## src/fpr_pkg.sv

```systemverilog
// Shared types and constants for the framed packet receiver.
package fpr_pkg;

  // Frame delimiters
  localparam logic [7:0] STX_BYTE = 8'h02;
  localparam logic [7:0] ETX_BYTE = 8'h03;

  // Header length in bytes after STX
  localparam logic [3:0] HDR_BYTES = 4'd9;

  // Reset value of the length limit
  localparam logic [15:0] MAX_LEN_RESET = 16'd25600;

  // Register byte addresses
  localparam logic [2:0] ADDR_MAX_LEN = 3'd0;

  // Input word kinds
  localparam logic KIND_DATA  = 1'b0;
  localparam logic KIND_FLUSH = 1'b1;

  // Result word kinds
  localparam logic RES_PAYLOAD = 1'b0;
  localparam logic RES_RECORD  = 1'b1;

  // Frame status codes
  typedef enum logic [2:0] {
    ST_GOOD     = 3'd0,
    ST_CHECKSUM = 3'd1,
    ST_NO_ETX   = 3'd2,
    ST_TOO_LONG = 3'd3,
    ST_ABORTED  = 3'd4
  } status_e;

  // Parser phase, one-hot
  typedef enum logic [4:0] {
    PH_IDLE     = 5'b00001,
    PH_HEADER   = 5'b00010,
    PH_PAYLOAD  = 5'b00100,
    PH_CHECKSUM = 5'b01000,
    PH_ETX      = 5'b10000
  } phase_e;

  // Result word, last field in the lowest bits
  typedef struct packed {
    logic [4:0]  pad;
    status_e     frame_status;
    logic [15:0] payload_length;
    logic [7:0]  command_minor;
    logic [7:0]  command_major;
    logic [31:0] dest_id;
    logic [7:0]  unit_type;
    logic [15:0] payload_index;
    logic [7:0]  payload_byte;
  } result_t;

endpackage

```

## src/framed_packet_receiver.sv

```systemverilog
// Byte-serial STX/ETX frame parser with additive checksum and end-of-frame records.
// A result word is registered and appears in the cycle after the byte that causes it is accepted.
// Throughput: one byte per cycle while the output drains; the state update and result
// selection sit between the input handshake and a single output register that decouples
// the two sides. Reset: asynchronous, active low; parser returns to STX search, held
// header cleared, length limit set to 25600, output register empty.
module framed_packet_receiver
  import fpr_pkg::*;
(
  input  logic          clk_i,
  input  logic          rst_ni,
  // Input stream
  input  logic          s_axis_tvalid,
  output logic          s_axis_tready,
  input  logic [7:0]    s_axis_tdata,   // [7:0] rx_byte
  input  logic          s_axis_tuser,   // [0] kind
  // Result stream
  output logic          m_axis_tvalid,
  input  logic          m_axis_tready,
  // [7:0] payload_byte, [23:8] payload_index, [31:24] unit_type,
  // [63:32] dest_id, [71:64] command_major, [79:72] command_minor,
  // [95:80] payload_length, [98:96] frame_status, [103:99] zero
  output logic [103:0]  m_axis_tdata,
  output logic          m_axis_tuser,   // [0] result_kind
  // Configuration
  input  logic          psel,
  input  logic          penable,
  input  logic          pwrite,
  input  logic [2:0]    paddr,
  input  logic [31:0]   pwdata,
  output logic [31:0]   prdata,
  output logic          pready
);

  // Configuration register
  logic [15:0] max_len_q;
  logic        cfg_wr;

  // Parser state
  phase_e      phase_q, phase_d;
  logic [3:0]  hdr_cnt_q, hdr_cnt_d;
  logic [7:0]  device_q, device_d;
  logic [31:0] target_q, target_d;
  logic [7:0]  cmd_major_q, cmd_major_d;
  logic [7:0]  cmd_minor_q, cmd_minor_d;
  logic [15:0] length_q, length_d;
  logic [15:0] position_q, position_d;
  logic [7:0]  sum_q, sum_d;

  // Output register
  logic        out_valid_q, out_valid_d;
  logic        out_kind_q;
  result_t     out_q;

  logic        in_accept;
  logic        res_valid;
  logic        res_kind;
  result_t     res;
  logic [3:0]  cnt_next;
  logic [15:0] len_full;
  logic [15:0] pos_next;
  logic        clear;
  logic        flush;
  logic [7:0]  rx;

  assign pready = 1'b1;
  assign cfg_wr = psel && penable && pwrite && pready && (paddr[2] == ADDR_MAX_LEN[2]);
  assign prdata = (paddr[2] == ADDR_MAX_LEN[2]) ? {16'd0, max_len_q} : 32'd0;

  // Write the length limit
  always_ff @(posedge clk_i or negedge rst_ni) begin
    if (!rst_ni) begin
      max_len_q <= MAX_LEN_RESET;
    end else if (cfg_wr) begin
      max_len_q <= pwdata[15:0];
    end
  end

  // Take a new word whenever the output register is free or drains this cycle
  assign s_axis_tready = !out_valid_q || m_axis_tready;
  assign in_accept     = s_axis_tvalid && s_axis_tready;

  assign flush    = (s_axis_tuser == KIND_FLUSH);
  assign rx       = s_axis_tdata;
  assign cnt_next = hdr_cnt_q + 4'd1;
  assign len_full = {length_q[15:8], rx};
  assign pos_next = position_q + 16'd1;

  // Next state and result word for the offered byte
  always_comb begin
    phase_d     = phase_q;
    hdr_cnt_d   = hdr_cnt_q;
    device_d    = device_q;
    target_d    = target_q;
    cmd_major_d = cmd_major_q;
    cmd_minor_d = cmd_minor_q;
    length_d    = length_q;
    position_d  = position_q;
    sum_d       = sum_q;
    clear       = 1'b0;
    res_valid   = 1'b0;
    res_kind    = RES_RECORD;

    res.pad            = '0;
    res.frame_status   = ST_GOOD;
    res.payload_length = length_q;
    res.command_minor  = cmd_minor_q;
    res.command_major  = cmd_major_q;
    res.dest_id        = target_q;
    res.unit_type      = device_q;
    res.payload_index  = position_q;
    res.payload_byte   = 8'd0;

    if (flush) begin
      // Abort any open frame
      clear = 1'b1;
      if (phase_q == PH_HEADER || phase_q == PH_PAYLOAD ||
          phase_q == PH_CHECKSUM || phase_q == PH_ETX) begin
        res_valid        = 1'b1;
        res.frame_status = ST_ABORTED;
      end
    end else begin
      unique case (phase_q)
        PH_HEADER: begin
          hdr_cnt_d = cnt_next;
          sum_d     = sum_q + rx;
          case (cnt_next) inside
            4'd1:          device_d    = rx;
            [4'd2:4'd5]:   target_d    = {target_q[23:0], rx};
            4'd6:          cmd_major_d = rx;
            4'd7:          cmd_minor_d = rx;
            4'd8:          length_d    = {rx, 8'd0};
            default: begin
              length_d = len_full;
              if (len_full > max_len_q) begin
                res_valid          = 1'b1;
                res.payload_length = len_full;
                res.frame_status   = ST_TOO_LONG;
                clear              = 1'b1;
              end else begin
                position_d = 16'd0;
                phase_d    = (len_full != 16'd0) ? PH_PAYLOAD : PH_CHECKSUM;
              end
            end
          endcase
        end
        PH_PAYLOAD: begin
          res_valid        = 1'b1;
          res_kind         = RES_PAYLOAD;
          res.payload_byte = rx;
          sum_d            = sum_q + rx;
          position_d       = pos_next;
          if (pos_next >= length_q) begin
            phase_d = PH_CHECKSUM;
          end
        end
        PH_CHECKSUM: begin
          if (sum_q != rx) begin
            res_valid        = 1'b1;
            res.frame_status = ST_CHECKSUM;
            clear            = 1'b1;
          end else begin
            phase_d = PH_ETX;
          end
        end
        PH_ETX: begin
          res_valid        = 1'b1;
          res.frame_status = (rx == ETX_BYTE) ? ST_GOOD : ST_NO_ETX;
          clear            = 1'b1;
        end
        default: begin
          // Search for STX; unused codes fall here too
          clear = 1'b1;
          if (rx == STX_BYTE) begin
            clear   = 1'b0;
            phase_d = PH_HEADER;
            hdr_cnt_d   = 4'd0;
            device_d    = 8'd0;
            target_d    = 32'd0;
            cmd_major_d = 8'd0;
            cmd_minor_d = 8'd0;
            length_d    = 16'd0;
            position_d  = 16'd0;
            sum_d       = STX_BYTE;
          end
        end
      endcase
    end

    // Drop the frame context after a record or in STX search
    if (clear) begin
      phase_d     = PH_IDLE;
      hdr_cnt_d   = 4'd0;
      device_d    = 8'd0;
      target_d    = 32'd0;
      cmd_major_d = 8'd0;
      cmd_minor_d = 8'd0;
      length_d    = 16'd0;
      position_d  = 16'd0;
      sum_d       = 8'd0;
    end
  end

  // Advance parser state on each accepted word
  always_ff @(posedge clk_i or negedge rst_ni) begin
    if (!rst_ni) begin
      phase_q     <= PH_IDLE;
      hdr_cnt_q   <= 4'd0;
      device_q    <= 8'd0;
      target_q    <= 32'd0;
      cmd_major_q <= 8'd0;
      cmd_minor_q <= 8'd0;
      length_q    <= 16'd0;
      position_q  <= 16'd0;
      sum_q       <= 8'd0;
    end else if (in_accept) begin
      phase_q     <= phase_d;
      hdr_cnt_q   <= hdr_cnt_d;
      device_q    <= device_d;
      target_q    <= target_d;
      cmd_major_q <= cmd_major_d;
      cmd_minor_q <= cmd_minor_d;
      length_q    <= length_d;
      position_q  <= position_d;
      sum_q       <= sum_d;
    end
  end

  // Hold a result until taken; load a new one as the old one drains
  always_comb begin
    out_valid_d = out_valid_q && !m_axis_tready;
    if (in_accept) begin
      out_valid_d = res_valid;
    end
  end

  always_ff @(posedge clk_i or negedge rst_ni) begin
    if (!rst_ni) begin
      out_valid_q <= 1'b0;
    end else begin
      out_valid_q <= out_valid_d;
    end
  end

  always_ff @(posedge clk_i) begin
    if (in_accept && res_valid) begin
      out_kind_q <= res_kind;
      out_q      <= res;
    end
  end

  assign m_axis_tvalid = out_valid_q;
  assign m_axis_tuser  = out_kind_q;
  assign m_axis_tdata  = out_q;

  // A record always leaves the parser in STX search with a clean sum
  a_record_clears: assert property (@(posedge clk_i) disable iff (!rst_ni)
    (in_accept && res_valid && res_kind == RES_RECORD) |=>
      (phase_q == PH_IDLE && sum_q == 8'd0 && position_q == 16'd0))
    else $error("frame context not cleared after record");

  // Payload position stays below the declared length while in payload
  a_pos_in_range: assert property (@(posedge clk_i) disable iff (!rst_ni)
    (phase_q == PH_PAYLOAD) |-> (position_q < length_q))
    else $error("payload position beyond declared length");

  // Header count never runs past the header
  a_hdr_cnt: assert property (@(posedge clk_i) disable iff (!rst_ni)
    hdr_cnt_q <= HDR_BYTES)
    else $error("header count overrun");

  // A stalled result is never overwritten
  a_no_overwrite: assert property (@(posedge clk_i) disable iff (!rst_ni)
    (out_valid_q && !m_axis_tready) |-> !in_accept)
    else $error("input accepted while result stalled");

endmodule

```

## config.mk

```make
export PLATFORM = sky130hd
export DESIGN_NAME = framed_packet_receiver
export DESIGN_NICKNAME = d
export VERILOG_FILES = /design/src/fpr_pkg.sv /design/src/framed_packet_receiver.sv
export SDC_FILE = /design/constraint.sdc
export NUM_CORES = 1
export LEC_CHECK = 0
export BUFFER_PORTS_ARGS = -buffer_cell sky130_fd_sc_hd__buf_4
export CORE_MARGIN = 4
export CORE_UTILIZATION = 50
export CTS_CLUSTER_SIZE = 8
export DETAILED_ROUTE_END_ITERATION = 6
export PLACE_DENSITY = 0.76
export SKIP_CTS_REPAIR_TIMING = 1
export SYNTH_ARGS = -nofsm -noshare
export SYNTH_HDL_FRONTEND = slang
export SYNTH_SLANG_ARGS = --single-unit
export TNS_END_PERCENT = 20
```

## constraint.sdc

```tcl
create_clock -name clk_i -period 7.5 [get_ports clk_i]
set_input_delay 0.75 -clock clk_i [delete_from_list [all_inputs] [get_ports clk_i]]
set_output_delay 0.75 -clock clk_i [all_outputs]
set_load 0.02 [all_outputs]
```

-- After elaboration in Yosys (flattened, before gate mapping)
Index checks and enable logic that the tools add are counted.
- register bits: 222
- bits of input ports: 51
- output and inout port bits: 140
- logic and storage cells: 183
- add/sub/neg operators: 3
- order comparisons: 4
- equal/unequal tests: 28
- muxes and demuxes: 92
- bitwise gates (word level): 2
- reduce and logical (&&, ||, !) cells: 33
- operators by type and width (operator ; count):
    two-way mux 16 bit ; 19
    two-way mux 32 bit ; 5
    two-way mux 8 bit ; 18
    two-way mux 18 bit ; 6
    one-hot mux 32 bit (2 select lines) ; 1
    one-hot mux 8 bit (2 select lines) ; 4
    two-way mux 5 bit ; 11
    one-hot mux 16 bit (3 select lines) ; 1
    one-hot mux 16 bit (2 select lines) ; 1
    inequality test 3 bit (second input constant) ; 7
    one-hot mux 5 bit (4 select lines) ; 1
    inequality test 3 x 2 -> 1 bit (second input constant) ; 6
    adder 16 x 1 -> 16 bit (second input constant) ; 1
    equality test 8 x 2 -> 1 bit (second input constant) ; 2
    >= comparator 16 bit ; 1
    greater-than comparator 16 bit ; 1
    two-way mux 4 bit ; 4
    AND reduction 8 bit ; 2
    nonzero test 16 bit ; 1
    two-way mux 1 bit ; 14
    AND reduction 12 bit ; 1
    AND reduction 10 bit ; 1
    one-hot mux 3 bit (3 select lines) ; 1
    AND reduction 9 bit ; 1
    32 further kinds ; 52

-- Longest topological paths before layout
- depth in word-level cells: 11
- mapped depth: 14
- mapped depth without buffers: 13

-- Worst setup path before layout
OpenSTA, ideal clock, no wires.
- path type: in2reg
- from: in s_axis_tdata[7]
- to: reg out_q, in the netlist m_axis_tdata[0], enable pin
- setup time: 0.620 ns
- arrival: 6.818 ns
- path slack: 0.062 ns
- stages on the path: 7
- buffers on the path: 0
- cell sequence: ha_1 -> nand2_1 -> nor4_1 -> a21boi_0 -> o31a_2 -> a31oi_1 -> a31oi_1
- longest elaborated chain between the ends: 10
- elaborated cells on any way between the ends: 12
- classes of those cells: order compare: 1; eq/ne: 1; mux: 9; reduce/logical: 1
- ends and longest elaborated chain (item ; RTL line ; text):
    start: declaration ; framed_packet_receiver.sv:15 ; input logic [7:0] s_axis_tdata,
    greater-than comparator 16 bit ; framed_packet_receiver.sv:135 ; if (len_full > max_len_q) begin
    two-way mux 1 bit ; framed_packet_receiver.sv:135 ;
    two-way mux 1 bit (5 in series) ; framed_packet_receiver.sv:127 ; case (cnt_next) inside
    one-hot mux 1 bit (3 select lines) (*) ; framed_packet_receiver.sv:123 ; unique case (phase_q)
    two-way mux 1 bit (*) ; framed_packet_receiver.sv:114 ; if (flush) begin
    logical AND 1 bit (*) ; framed_packet_receiver.sv:246 ; if (in_accept && res_valid) begin
    end signal: assignment ; framed_packet_receiver.sv:248 ; out_q <= res;
    end: declaration ; framed_packet_receiver.sv:53 ; result_t out_q;
Mark *: on every way between the ends. The rest lies on a longest branch, timed or not.
A chain may end at the register's enable or synchronous reset.

-- Worst setup path in the final report
- from: reg position_q[0]
- to: reg phase_q[2]
- longest elaborated chain between the ends: 4
- ends and longest elaborated chain (item ; RTL line ; text):
    start: declaration ; framed_packet_receiver.sv:47 ; logic [15:0] position_q, position_d;
    start signal: assignment ; framed_packet_receiver.sv:224 ; position_q <= position_d;
    adder 16 x 1 -> 16 bit ; framed_packet_receiver.sv:87 ; assign pos_next = position_q + 16'd1;
    >= comparator 16 bit ; framed_packet_receiver.sv:153 ; if (pos_next >= length_q) begin
    inequality test 3 x 2 -> 1 bit (no line) ; - ;
    AND reduction 12 bit (no line) ; - ;
    end signal: assignment ; framed_packet_receiver.sv:217 ; phase_q <= phase_d;
    end: declaration ; framed_packet_receiver.sv:40 ; phase_e phase_q, phase_d;
No other way between the ends.

==> metrics.md <==
| Metric | Value |
|---|---|
| Status | finished, final reports clean |
| Clk pin slew, worst setup/hold paths | 0.05 ns |
| Post-Route WL | 21940 um |
| Crit. End Element | flop |
| Clock Path Buffers | 3 |
| DRC Markers | 0 |
| CTS HTree Levels | 1 |
| Slew headroom | 21.81% |
| Max-cap violation count | 0 |
| Final Power | 0.002730 W |
| Simple-gate area share of the yosys netlist | 9.176% |
| First-pass GRT wire length | 35010 um |
| GRT Util Overall | 19.62% |
| Adder-Cell Fraction of Synth Area | 5.716% |
| Setup_tns | 0 ns |
| CP Launch Type | flop |
| Core ar. | 19530 um2 |
| Drt wl/cell | 17.81 um |
| Tcrit/Tclk final | 48.74% |
| Initial antenna violation count | 0 |
| Compound-Gate Fraction of Synth Area | 13.39% |
| Seq/Total Area, Yosys | 60.72% |
| Crit-path cells | ha_1 -> nand3_1 -> nor2_1 -> and3_1 -> nand3_1 -> xnor2_1 -> ha_1 -> and4_1 -> a21oi_1 -> nand2_1 -> a221oi_1 -> a31oi_1 -> mux2_2 |
| Predominant post-synthesis flop cell | dfrtp_1 |
| RSZ-0062 raised after global routing | false |
| Die X | 149.3 um |
| P per Cell Area | 225.9 nW/um2 |
| Distinct cells, synth | 66 |
| Layout cells sized above 1 | 23.89% |
| Final hold viol count | 0 |
| Starting Density | 51.11% |
| Antenna diode count | 0 |
| Worst setup margin | 3.844 ns |
| CTS tree | yes |
| Chip height | 149.3 um |
| # clock sinks | 222 |
| Max Clk Rate | 273.5 MHz |
| Grt ovf | 0 |
| Largest family of logic cells by synthesized area | compound AO/OA/AOI/OAI gates |
| Warnings, synthesis | 0 |
| Worst Tran Pin Value | 1.173 ns |
| Max stage delay on crit path | 0.45 ns |
| Crit path required time | 7.92 ns |
| Via density | 5.395 |
| Fraction of registers with async set/reset | 54.95% |
| Synthesis-to-finish area growth | 21.07% |
| Row count | 51 |
| Antenna viol nets, final | 0 |
| Post-Place Setup Slack | 3.600 ns |
| LEAKAGE | 5.564 nW |
| First DRT Iteration DRCs | 383 |
| Crit path DAT | 4.08 ns |
| XOR/XNOR Fraction of Synth Area | 2.106% |
| RR Startpoint | position_q[0] |
| Multiplexer area fraction after synthesis | 3.284% |
| Largest net degree at the start of global routing | 66 |
| Hold Path Class | in -> async |
| Detailed Routing Iterations Pass 1 | 5 |
| Yosys reg bits | 222 |
| Fillers | 1545 |
| Cts bufs inserted | 31 |
| GPL Wtd Cong | 0.8962 |
| Root buf cell | clkbuf_16 |
| Num ports | 191 |
| Peak fanout along the critical path | 7 |
| Hpwl dp | 14520 um |
| Critical path class | reg -> reg |
| Clock latency on the worst-skew pair | 0.53 ns |
| I/O Buffers | 150 |
| Min Tclk post-route | 3.656 ns |
| Die area | 22290 um2 |
| Peak supply drop | 165.7 uV |
| Clock Skew | 0.009832 ns |
| Fin. max-slew vios | 0 |
| Post-Synthesis Cells | 789 |
| Setup Viol. Count Final | 0 |
| Post-synth EDFFs | 100 |
| CP Launch Point | position_q[0] |
| Syn Area/Cell | 12.65 um2 |
| Final Net Count | 1038 |
| Total number of vias | 6647 |
| Worst path slowest cell | dfrtp_1 |
| Vias in the first global route | 6562 |
| Mapped Area | 9981 um2 |
-- flip-flops by register name, indices dropped and copies added (netlist names), 5 cells and up --
register,flops
position_q,16
target_q,32
sum_q,8
cmd_minor_q,8
length_q,16
cmd_major_q,8
device_q,8
phase_q,5
max_len_q,16
m_axis_tdata,99
-- worst max-delay path: cells and delay by family (launching register included) --
kind,cells,cell delay (ns)
and+or+nand+nor,6,1.17
xor gates and xnor gates,1,0.26
adders and majority gates,2,0.57
DFF,1,0.45
AOI/OAI and AO/OA,3,0.75
muxes,1,0.35
-- Yosys cell counts (10+ instances only) --
cell type  count  area share, %
dfrtp_1      118             30
edfxtp_1     100             30
a22o_1        72            6.3
nand2_1       54            2.0
nor2_1        52            2.0
inv_1         50            1.9
ha_1          44            5.5
o21ai_0       29            1.5
buf_4         26            2.0
mux2_2        22            2.5
nand3_1       19           0.95
a21oi_1       17           0.85
xnor2_1       14            1.2
and3_1        12           0.75
buf_2         11           0.55
clkbuf_1      11           0.41
o31ai_1       11           0.83
xor2_1        10           0.88
-- path summary, 6_finish.rpt --
| kind | end | slack, ns | cells past startpoint |
|---|---|---|---|
| setup / recovery | phase_q[2] | 3.84 | 13 |
| min in group clk_i | m_axis_tdata[26] | 0.44 | 0 |
| hold / removal | position_q[4] | 0.28 | 1 |
| max in group asynchronous | device_q[2] | 5.90 | 2 |
| setup reg to reg | phase_q[2] | 3.84 | 13 |
| hold reg to reg | m_axis_tdata[26] | 0.44 | 0 |
-- cell type report --
type	instances	area (um2)	share of cell area, %
Timing Repair Buffer	155	1164	9.629
Clock inverter	2	12.51	0.1035
Tap cell	265	331.6	2.744
Clock buffer	56	869.6	7.196
Inverter	50	187.7	1.553
Sequential cell	222	6061	50.16
Multi-Input combinational cell	482	3458	28.62
-- report_power, final --
group	leakage, nW	internal [W]	switching (W)	total, W
combinational	2.48	0.0000685	0.000115	0.000184
sequential	2.67	0.00129	0.0000109	0.00130
clock	0.418	0.000769	0.000478	0.00125
total	5.56	0.00213	0.000604	0.00273
-- layer usage --
metal / wire, um / global-route usage [%]
met3: 1643 / 3.677
met2: 10350 / 31.07
met4: 301 / 4.897
met1: 9646 / 28.31
met5: 0 / 0
-- cell families (layout without fill, tap and decap cells) --
| family | count (synthesis) | after routing |
|---|---|---|
| buffers and inverters | 105 | 263 |
| multiplexers | 30 | 30 |
| other | 2 | 22 |
| AO/OA/AOI/OAI | 176 | 176 |
| AND/OR/NAND/NOR | 185 | 185 |
| XOR/XNOR | 24 | 24 |
| flip-flops | 222 | 222 |
| adder cells (fa/ha/maj) | 45 | 45 |
-- layout by cell type, fill, tap and decap left out, drive strengths merged, types with 3 or more instances in the layout --
cell type and instances:
a22o 72, and4 3, mux2 22, o21ai 35, o211ai 4, and2 4
nor2 53, nor4 4, a21oi 18, dfstp 4, mux2i 8, dfrtp 118
o41ai 5, edfxtp 100, clkbuf 56, buf 155, nand2b 8, nand3 19
xnor2 14, o31ai 11, nand2 54, nor2b 6, ha 44, conb 22
xor2 10, a21o 8, inv 51, a31oi 5, and3 12, nand4 4
nor3 8
-- metrics by stage --
step | instance area (um2) | cells | utilization (%) | hold slack (ns)
floorplan | 10060 | 809 | - | 0.4253
global placement | 11200 | 1174 | 57.37 | 0.4310
detailed placement | 11200 | 1174 | 57.37 | 0.4345
CTS | 12080 | 1232 | 61.89 | 0.3087
global route | 12080 | 1232 | 61.89 | 0.3420
finish | 12080 | 1232 | 61.89 | 0.2793
Power figures use the tool's default switching activity.
